## config.mk

```make
export PLATFORM = sky130hd
export DESIGN_NAME = breathing_led_triangle_pwm
export DESIGN_NICKNAME = d
export VERILOG_FILES = /design/src/design/blt_pkg.sv /design/src/design/blt_div.sv /design/src/design/breathing_led_triangle_pwm.sv
export SDC_FILE = /design/constraint.sdc
export NUM_CORES = 1
export LEC_CHECK = 0
export BUFFER_PORTS_ARGS = -buffer_cell sky130_fd_sc_hd__buf_2
export CAP_MARGIN = 20
export CORE_AREA = 2 2 146 148
export CTS_CLUSTER_DIAMETER = 40
export CTS_CLUSTER_SIZE = 14
export DETAILED_ROUTE_END_ITERATION = 8
export DIE_AREA = 0 0 148 150
export GPL_TIMING_DRIVEN = 0
export PLACE_DENSITY = 0.79
export SYNTH_ARGS = -nofsm -noshare
export SYNTH_HDL_FRONTEND = slang
export SYNTH_SLANG_ARGS = --single-unit
```

## constraint.sdc

```tcl
create_clock -name clk -period 17 [get_ports clk]
set_input_delay 2.55 -clock clk [delete_from_list [all_inputs] [get_ports clk]]
set_output_delay 2.55 -clock clk [all_outputs]
set_load 0.02 [all_outputs]
```

## src/design/blt_pkg.sv

```systemverilog
// ---------------------------------------------------------------------------
// Breathing LED PWM package
// Widths, register indexes and handshake structs shared by the block.
// ---------------------------------------------------------------------------
`timescale 1ns / 1ps

package blt_pkg;

  localparam int LEVEL_W  = 16;
  localparam int PERIOD_W = 17;
  localparam int PROD_W   = 32;
  localparam int DUTY_W   = 10;
  localparam int CNT_W    = 5;
  localparam int CFG_IDX_W = 1;

  localparam logic [PERIOD_W-1:0] MIN_PERIOD = 17'd4;
  localparam logic [LEVEL_W-1:0]  RAMP_STEP  = 16'd2;

  localparam logic [CFG_IDX_W-1:0] REG_ENABLE = 1'b0;
  localparam logic [CFG_IDX_W-1:0] REG_PERIOD = 1'b1;

  typedef struct packed {
    logic               start;
    logic [PROD_W-1:0]  dividend;
    logic [LEVEL_W-1:0] divisor;
  } div_ctl_t;

  typedef struct packed {
    logic              done;
    logic [PROD_W-1:0] quotient;
  } div_sts_t;

endpackage

```

## src/design/blt_div.sv

```systemverilog
// ---------------------------------------------------------------------------
// Breathing LED PWM divider
// Restoring shift-subtract divider, one quotient bit per cycle.
// ---------------------------------------------------------------------------
`timescale 1ns / 1ps

module blt_div
  import blt_pkg::*;
(
  input  logic     clk,
  input  logic     rst,
  input  div_ctl_t ctl,
  output div_sts_t sts
);

  logic [LEVEL_W-1:0] rem;
  logic [PROD_W-1:0]  quo;
  logic [LEVEL_W-1:0] dvs;
  logic [CNT_W-1:0]   cnt;
  logic               busy;
  logic               done;

  logic [LEVEL_W:0]   shifted;
  logic               ge;

  always_comb begin
    shifted = {rem, quo[PROD_W-1]};
    ge      = (shifted >= {1'b0, dvs});
  end

  always_ff @(posedge clk) begin
    if (rst) begin
      busy <= 1'b0;
      done <= 1'b0;
      cnt  <= '0;
    end else begin
      done <= 1'b0;
      if (ctl.start) begin
        busy <= 1'b1;
        cnt  <= '0;
      end else if (busy) begin
        cnt <= cnt + 1'b1;
        if (cnt == CNT_W'(PROD_W - 1)) begin
          busy <= 1'b0;
          done <= 1'b1;
        end
      end
    end
  end

  always_ff @(posedge clk) begin
    if (ctl.start) begin
      rem <= '0;
      quo <= ctl.dividend;
      dvs <= ctl.divisor;
    end else if (busy) begin
      // trial subtract; keep the shifted remainder when it falls short
      rem <= ge ? LEVEL_W'(shifted - {1'b0, dvs}) : shifted[LEVEL_W-1:0];
      quo <= {quo[PROD_W-2:0], ge};
    end
  end

  assign sts.done     = done;
  assign sts.quotient = quo;

endmodule

```

## src/design/breathing_led_triangle_pwm.sv

```systemverilog
// ---------------------------------------------------------------------------
// Breathing LED triangle-wave PWM duty
// Ramp a level up and down by 2 per breathing tick, emit level*scale/half (0 when off or period < 4).
// ---------------------------------------------------------------------------
// Each tick is one transfer on the input channel. A tick not from the
// breathing timer is taken while the block stays idle and gives no result.
// A breathing tick gives one duty transfer. With the ramp off or the period
// below 4 the duty is 0 and goes straight to the output load. Otherwise the
// duty passes a multiply by the full scale, the start of the serial divider,
// the divider steps, the capture of the quotient and the load of the output
// register. The load waits while a previous duty still sits in the output
// register, and the input is not ready until the duty has been placed in the
// output register. The output register holds a finished duty until it is
// taken, and the input is ready again meanwhile.
`timescale 1ns / 1ps

module breathing_led_triangle_pwm
  import blt_pkg::*;
#(
  parameter int unsigned DUTY_FULL_SCALE = 999
) (
  input  logic                 clk,
  input  logic                 rst,
  input  logic                 cfg_valid,
  output logic                 cfg_ready,
  input  logic [CFG_IDX_W-1:0] cfg_index,
  input  logic [PERIOD_W-1:0]  cfg_data,
  input  logic                 in_valid,
  output logic                 in_ready,
  input  logic                 from_breathing_timer,
  output logic                 out_valid,
  input  logic                 out_ready,
  output logic [DUTY_W-1:0]    duty_compare
);

  localparam logic [LEVEL_W-1:0] SCALE = LEVEL_W'(DUTY_FULL_SCALE);

  localparam logic [2:0] S_IDLE = 3'd0;
  localparam logic [2:0] S_MUL  = 3'd1;
  localparam logic [2:0] S_GO   = 3'd2;
  localparam logic [2:0] S_DIV  = 3'd3;
  localparam logic [2:0] S_DONE = 3'd4;

  logic [2:0]          state;
  logic                breathing_enable;
  logic [PERIOD_W-1:0] breath_period_ticks;
  logic [LEVEL_W-1:0]  ramp_level;
  logic                ramp_rising;
  logic [LEVEL_W-1:0]  half;
  logic [PROD_W-1:0]   product;
  logic [DUTY_W-1:0]   result;

  logic [LEVEL_W-1:0]  ramp_level_next;
  logic                ramp_rising_next;
  logic [LEVEL_W-1:0]  level_clamped;
  logic [LEVEL_W-1:0]  half_now;
  logic                run;
  logic                in_xfer;

  div_ctl_t div_ctl;
  div_sts_t div_sts;

  assign cfg_ready = 1'b1;
  assign in_ready  = (state == S_IDLE);
  assign in_xfer   = in_valid && in_ready;
  assign run       = breathing_enable && (breath_period_ticks >= MIN_PERIOD);
  assign half_now  = breath_period_ticks[PERIOD_W-1:1];

  always_comb begin
    level_clamped    = (ramp_level > half_now) ? half_now : ramp_level;
    ramp_level_next  = level_clamped;
    ramp_rising_next = ramp_rising;
    if (ramp_rising) begin
      if (({1'b0, level_clamped} + {1'b0, RAMP_STEP}) >= {1'b0, half_now}) begin
        ramp_level_next  = half_now;
        ramp_rising_next = 1'b0;
      end else begin
        ramp_level_next = level_clamped + RAMP_STEP;
      end
    end else begin
      if (level_clamped <= RAMP_STEP) begin
        ramp_level_next  = '0;
        ramp_rising_next = 1'b1;
      end else begin
        ramp_level_next = level_clamped - RAMP_STEP;
      end
    end
  end

  always_ff @(posedge clk) begin
    if (rst) begin
      breathing_enable    <= 1'b0;
      breath_period_ticks <= '0;
    end else if (cfg_valid && cfg_ready) begin
      case (cfg_index)
        REG_ENABLE: breathing_enable    <= cfg_data[0];
        REG_PERIOD: breath_period_ticks <= cfg_data;
        default: ;
      endcase
    end
  end

  always_ff @(posedge clk) begin
    if (rst) begin
      state       <= S_IDLE;
      ramp_level  <= '0;
      ramp_rising <= 1'b1;
      out_valid   <= 1'b0;
    end else begin
      // S_DONE owns out_valid itself
      if (out_valid && out_ready && state != S_DONE) begin
        out_valid <= 1'b0;
      end
      case (state)
        S_IDLE: begin
          if (in_xfer && from_breathing_timer) begin
            if (run) begin
              ramp_level  <= ramp_level_next;
              ramp_rising <= ramp_rising_next;
              state       <= S_MUL;
            end else begin
              ramp_level  <= '0;
              ramp_rising <= 1'b1;
              state       <= S_DONE;
            end
          end
        end
        S_MUL:  state <= S_GO;
        S_GO:   state <= S_DIV;
        S_DIV: begin
          if (div_sts.done) begin
            state <= S_DONE;
          end
        end
        S_DONE: begin
          // load the output register once the previous duty has left
          if (!out_valid || out_ready) begin
            out_valid <= 1'b1;
            state     <= S_IDLE;
          end
        end
        default: state <= S_IDLE;
      endcase
    end
  end

  always_ff @(posedge clk) begin
    if (state == S_IDLE && in_xfer && from_breathing_timer) begin
      half   <= half_now;
      result <= '0;
    end
    if (state == S_MUL) begin
      product <= {16'b0, ramp_level} * {16'b0, SCALE};
    end
    if (state == S_DIV && div_sts.done) begin
      result <= div_sts.quotient[DUTY_W-1:0];
    end
    if (state == S_DONE && (!out_valid || out_ready)) begin
      duty_compare <= result;
    end
  end

  assign div_ctl.start    = (state == S_GO);
  assign div_ctl.dividend = product;
  assign div_ctl.divisor  = half;

  blt_div u_div (
    .clk (clk),
    .rst (rst),
    .ctl (div_ctl),
    .sts (div_sts)
  );

endmodule

```

==> impl_metrics.ini, run 1 <==
[yosys]
postSynthAreaPerCell_sq_um = 9.97
synth_flop_cell = edfxtp_1
yosysWarnings = 0
synth-xor-area-share_pct = 5.27
synth.distinct_cells = 67
synth_area_leaders = edfxtp_1 26%, fa_1 13%, ha_1 12%
netlist_instances = 1267
async_flop_share_pct = 0
synth_area_sq_um = 12600
syn-num-nets = 1496
synth-seq-cells = 171
synthAdderAreaFrac_pct = 25.0
synth_top_family_by_area = adder cells
synth-edff-count = 110
yosysTopAreaCellShare_pct = 26.1
synth-compound-area-share_pct = 12.3
ys_seq_area_share_pct = 35.8
synthMuxAreaShare_pct = 2.40
synth_simple_gate_area_share_pct = 14.6
synth_top_cell_by_area = edfxtp_1

[power_and_ir_drop]
p_per_area_nw_per_um2 = 103
peakVddDrop_mv = 0.0763
p_leak_nw = 6.38

[timing]
timing.final.crit_period_ps = 7850
max_freq_ghz = 0.127
finalClockSkew_ps = 16.7
fin_setup_tns_ps = 0
hold_viol = 0
finalCritPeriodShare_pct = 46.2
finalSetupViolations = 0
worst_pin_slew_ps = 1000
finalMaxSlewViolations = 0
relSlewSlack_pct = 33.0
rsz0062_at_grt = no

[cts]
cts_setup_buffers = 0
htreeDepth = 4
cts_root_buf = clkbuf_16
clk_pin_slew_ps = 70
cts_tree = yes
cts.repair.resized = 0
clock_latency_ps = 440
hold_buffers = 0
cts.sinks = 171
cts_buffer_depth = 2
cts_made_buffers = 17

[global_routing]
grt_max_degree = 34
grt_pass1_vias = 9419
grt-ovfl-total = 0
grt_pass1_wl_mm = 47.1
antenna_found_initial = 0
grt_usage_pct = 27.0

[cells_and_area]
fin_util_pct = 66.6
area_delta_synth_final_pct = 9.08
final_cell_mix = 172 x nand2_1, 126 x ha_1, 110 x edfxtp_1
nNetsFinal = 1551
diodes = 0
final_common_cell = nand2_1
final_cell_area_sq_um = 13800
drive_gt1_share_pct = 6.44

[worst_setup_path]
start_kind = flip-flop
end_kind = flip-flop
critical-path-slowest-cell = a2111oi_0
worst_ep_arrival_time_ps = 8160
crit_path_max_fanout = 10
cp_num_buf_inv = 8
critPathRequiredTime_ps = 17300
cp_top_family = compound AO/OA/AOI/OAI gates
critPathMaxStageDelay_ps = 550
crit_type = flip-flop to flip-flop

[placement]
routabilityCongestion = 0.963
place_area_sq_um = 13200
hpwl_mm = 22.1
portBuffers = 34

[floorplan]
pin_count = 37
rows = 53
die_h_um = 150
dieArea_sq_um = 22200
start_util_pct = 61.1
fp.dieW_um = 148
coreArea_sq_um = 20700

[routing]
wl_met3_mm = 1.63
wirelength_mm = 28.9
dr.first_iter.drc_count = 773
met2_length_mm = 14.1
vias = 9536
drcViolationCount = 0
top_layer = met4
drtAntennaViolNets = 0
drt-met1-wl_mm = 12.3
first_pass_iters = 6
post_drt_via_cell_ratio = 5.92
wl_per_cell_um = 18.0

[flow_run]
cap_viol_max_count = 0

[min_path]
hp-class = flip-flop to flip-flop

[status]
status = finished, final reports clean
-- power by group --
part	total [mW]	internal, mW	switching, mW	leakage [nW]
sequential	0.553	0.521	0.0328	1.51
clock	0.396	0.210	0.186	0.296
combinational	0.473	0.188	0.285	4.58
total	1.42	0.919	0.504	6.38
-- registers in the layout, indices dropped and copies added (netlist names), 3 cells and up --
signal / cells
result: 10
u_div.rem: 16
breath_period_ticks: 16
u_div.cnt: 5
u_div.quo: 32
ramp_level: 16
u_div.dvs: 16
duty_compare: 10
state: 3
half: 16
product: 26
-- synthesized netlist by cell type, types with 5 or more instances --
library cell,n
nor3_1,26
nand2b_1,15
nand4_1,15
a21o_1,20
a31oi_1,8
o21bai_1,5
nand3_1,32
nor2_1,66
inv_1,94
xor2_1,19
clkbuf_1,45
mux2i_1,28
xnor2_1,57
nand2_1,172
ha_1,126
fa_1,79
nor2b_1,15
o31ai_1,5
and3_1,9
and2_1,19
a21oi_1,81
o21ai_0,48
a211oi_1,16
nor4_1,11
dfxtp_1,61
edfxtp_1,110
o21a_1,10
-- per-stage QoR --
step / worst slack (ps) / power [mW] / hold slack [ps] / std cells
2_1_floorplan: 11100 / 0.914 / 400 / 1267
3_3_place_gp: 9440 / 1.01 / 401 / 1576
3_5_place_dp: 9400 / 1.02 / 405 / 1578
4_1_cts: 9340 / 1.42 / 415 / 1610
5_1_grt: 8680 / 1.50 / 422 / 1610
6_report: 9150 / 1.42 / 414 / 1610
-- metal layers --
layer,vias to the layer above,track usage [%]
li1,4549,-
met1,4610,35.3
met2,298,45.3
met3,79,4.76
met4,0,10.5
met5,-,0
-- final cells by class --
cell class | count | area, sq um
Buffer | 52 | 221
Timing Repair Buffer | 36 | 196
Sequential cell | 171 | 4520
Clock inverter | 15 | 174
Inverter | 95 | 357
Tap cell | 275 | 344
Clock buffer | 17 | 425
Fill cell | 1652 | 6910
Multi-Input combinational cell | 949 | 7540
-- path summary, 6_finish.rpt --
check | cells past startpoint | startpoint | to | slack [ps]
worst min register to register | 0 | half[11] | u_div.dvs[11] | 410
worst min-delay path | 0 | half[11] | u_div.dvs[11] | 410
worst max register to register | 31 | breath_period_ticks[14] | ramp_level[12] | 9150
worst max-delay path | 31 | breath_period_ticks[14] | ramp_level[12] | 9150
-- kinds of logic after synthesis --
| kind of cell | Yosys count |
|---|---|
| fa+ha+maj | 205 |
| xor+xnor | 76 |
| buf+inv | 147 |
| other cells | 1 |
| compound gates | 239 |
| flops | 171 |
| simple gates | 398 |
| mux | 30 |
Power figures use the tool's default switching activity.
==> inputs of run 2 (changes only) <==
--- a/config.mk
+++ b/config.mk
@@ -7,13 +7,13 @@
 export LEC_CHECK = 0
 export BUFFER_PORTS_ARGS = -buffer_cell sky130_fd_sc_hd__buf_2
 export CAP_MARGIN = 20
-export CORE_AREA = 2 2 146 148
+export CORE_AREA = 2 2 151 153
 export CTS_CLUSTER_DIAMETER = 40
 export CTS_CLUSTER_SIZE = 14
 export DETAILED_ROUTE_END_ITERATION = 8
-export DIE_AREA = 0 0 148 150
+export DIE_AREA = 0 0 153 155
 export GPL_TIMING_DRIVEN = 0
-export PLACE_DENSITY = 0.79
+export PLACE_DENSITY = 0.77
 export SYNTH_ARGS = -nofsm -noshare
 export SYNTH_HDL_FRONTEND = slang
 export SYNTH_SLANG_ARGS = --single-unit
==> constraint.sdc (replaced) <==
create_clock -name clk -period 6.7 [get_ports clk]
set_input_delay 1.005 -clock clk [delete_from_list [all_inputs] [get_ports clk]]
set_output_delay 1.005 -clock clk [all_outputs]
set_load 0.02 [all_outputs]
==> run 2 against run 1 <==
Via count about the same. Power increased to 2.6 times the previous value. Critical endpoint unchanged. Clock skew decreased by 1.3 ps. Global-route usage decreased by 2.3 points. Wire length increased by 0.80%. First-iteration DRC count increased by 7.9%. Fmax increased by 23%. Design area increased by 0.39%.
==> impl_metrics.ini, run 2 (synthesis results as in run 1) <==
[status]
status = finished, final reports clean

[routing]
drcViolationCount = 0
post_drt_via_cell_ratio = 5.92
wirelength_mm = 29.2
vias = 9537
drtAntennaViolNets = 0
wl_per_cell_um = 18.1
dr.first_iter.drc_count = 834
first_pass_iters = 5

[cts]
clk_pin_slew_ps = 80
cts_made_buffers = 17
cts.sinks = 171
hold_buffers = 0
cts_buffer_depth = 2
cts_root_buf = clkbuf_16
htreeDepth = 4
clock_latency_ps = 440
cts_tree = yes

[power_and_ir_drop]
p_per_area_nw_per_um2 = 264
p_leak_nw = 6.40
total_power_mw = 3.65
peakVddDrop_mv = 0.161

[floorplan]
pin_count = 37
die_h_um = 155
start_util_pct = 56.8
dieArea_sq_um = 23700
coreArea_sq_um = 22200
rows = 55
fp.dieW_um = 153

[cells_and_area]
reg.largest.list = u_div.quo x32, product x26
area_delta_synth_final_pct = 9.51
largest_register_ffs = 32
nNetsFinal = 1543
diodes = 0
final_cell_mix = 172 x nand2_1, 125 x ha_1, 110 x edfxtp_1
nFillCells = 1803
final_common_cell = nand2_1
final_cell_count_no_fill = 1612
drive_gt1_share_pct = 8.14
largest-register = u_div.quo

[timing]
hold_viol = 0
timing.final.crit_period_ps = 6380
finalSetupViolations = 0
setup_slack_ps = 321
worst_pin_slew_ps = 1020
relSlewSlack_pct = 31.6
finalCritPeriodShare_pct = 95.2
max_freq_ghz = 0.157
worst_hold_slack_ps = 419
finalClockSkew_ps = 15.4
fin_setup_tns_ps = 0
finalMaxSlewViolations = 0

[placement]
hpwl_mm = 22.3
dp_cells = 1588
post-place-ws_ps = -729
portBuffers = 34
routabilityCongestion = 1.00

[global_routing]
grt_pass1_wl_mm = 46.4
grt-ovfl-total = 0
antenna_found_initial = 0
grt_pass1_vias = 9247
grt_usage_pct = 24.8
grt_max_degree = 34

[worst_setup_path]
reg2reg_slack_ps = 320
crit_type = flip-flop to flip-flop
critPathRequiredTime_ps = 7010
end_kind = flip-flop
crit_path_max_fanout = 10
reg2reg_depth = 26
worst_ep_arrival_time_ps = 6690
start_kind = flip-flop

[flow_run]
cap_viol_max_count = 0

[min_path]
hold_path_depth = 0
hp-class = flip-flop to flip-flop
[run 2: changes by cell type in the layout (fill, tap and decap cells not counted), moves of 2 or more]
cell | previous run | this run
a21oi_1 | 81 | 79
dfxtp_4 | 0 | 4
a21oi_2 | 1 | 3
clkinv_8 | 3 | 1
inv_6 | 3 | 7
clkbuf_1 | 45 | 34
dfxtp_2 | 0 | 8
dfxtp_1 | 61 | 49
[run 2: critical path, stage by stage, from the launching register on]
cell	delay (ps)
dfxtp_1	570
inv_1	220
ha_1	330
and3_1	160
a221o_1	340
nand2_1	70
o211a_1	240
or2_4	190
buf_6	170
buf_2	280
a21oi_2	130
inv_1	150
ha_4	230
nand3_1	170
nor4_1	490
xnor2_1	180
a21oi_1	90
ha_1	230
a2111oi_2	440
o311ai_1	170
a211o_1	400
a21oi_2	140
buf_6	200
buf_6	190
mux2i_1	220
a2bb2oi_1	160
o21ai_1	90
[run 2: area by class of cell]
class / count / area (sq um) / share of cell area, %
Buffer: 43 / 193 / 1.39
Clock buffer: 18 / 439 / 3.17
Clock inverter: 14 / 164 / 1.18
Inverter: 95 / 357 / 2.58
Multi-Input combinational cell: 949 / 7570 / 54.7
Sequential cell: 171 / 4550 / 32.9
Tap cell: 285 / 357 / 2.58
Timing Repair Buffer: 37 / 204 / 1.47
[run 2: per-stage QoR]
| step | cell area, sq um | utilization [%] |
|---|---|---|
| global route | 13800 | 62.2 |
| CTS | 13800 | 62.0 |
| global placement | 13200 | 59.2 |
| floorplan | 12600 | - |
| finish | 13800 | 62.2 |
| detailed placement | 13200 | 59.4 |
[run 2: power by group]
part | internal [mW] | total, mW | switching, mW
sequential | 1.32 | 1.41 | 0.0916
combinational | 0.486 | 1.21 | 0.727
clock | 0.547 | 1.03 | 0.482
[run 2: per-layer routing]
layer	wire length (um)	part of all wire (%)	vias to the layer above	track usage (%)
met1	12500	43	4606	31.9
met3	1690	5.8	77	5.04
met5	0	0	-	0
li1	-	-	4539	-
met2	14100	48	315	41.0
met4	862	3.0	0	10.4
[run 2: path summary, 6_finish.rpt]
path / start / endpoint
setup reg to reg: breath_period_ticks[6] / ramp_level[12]
hold / removal: half[10] / u_div.dvs[10]
setup / recovery: breath_period_ticks[6] / ramp_level[12]
hold reg to reg: half[10] / u_div.dvs[10]
[run 2: timing repair]
item | CTS | global route
resized for setup | 10 | 20
setup endpoints to repair | 17 | 17
pin swaps | 0 | 2
setup buffers | 0 | 1
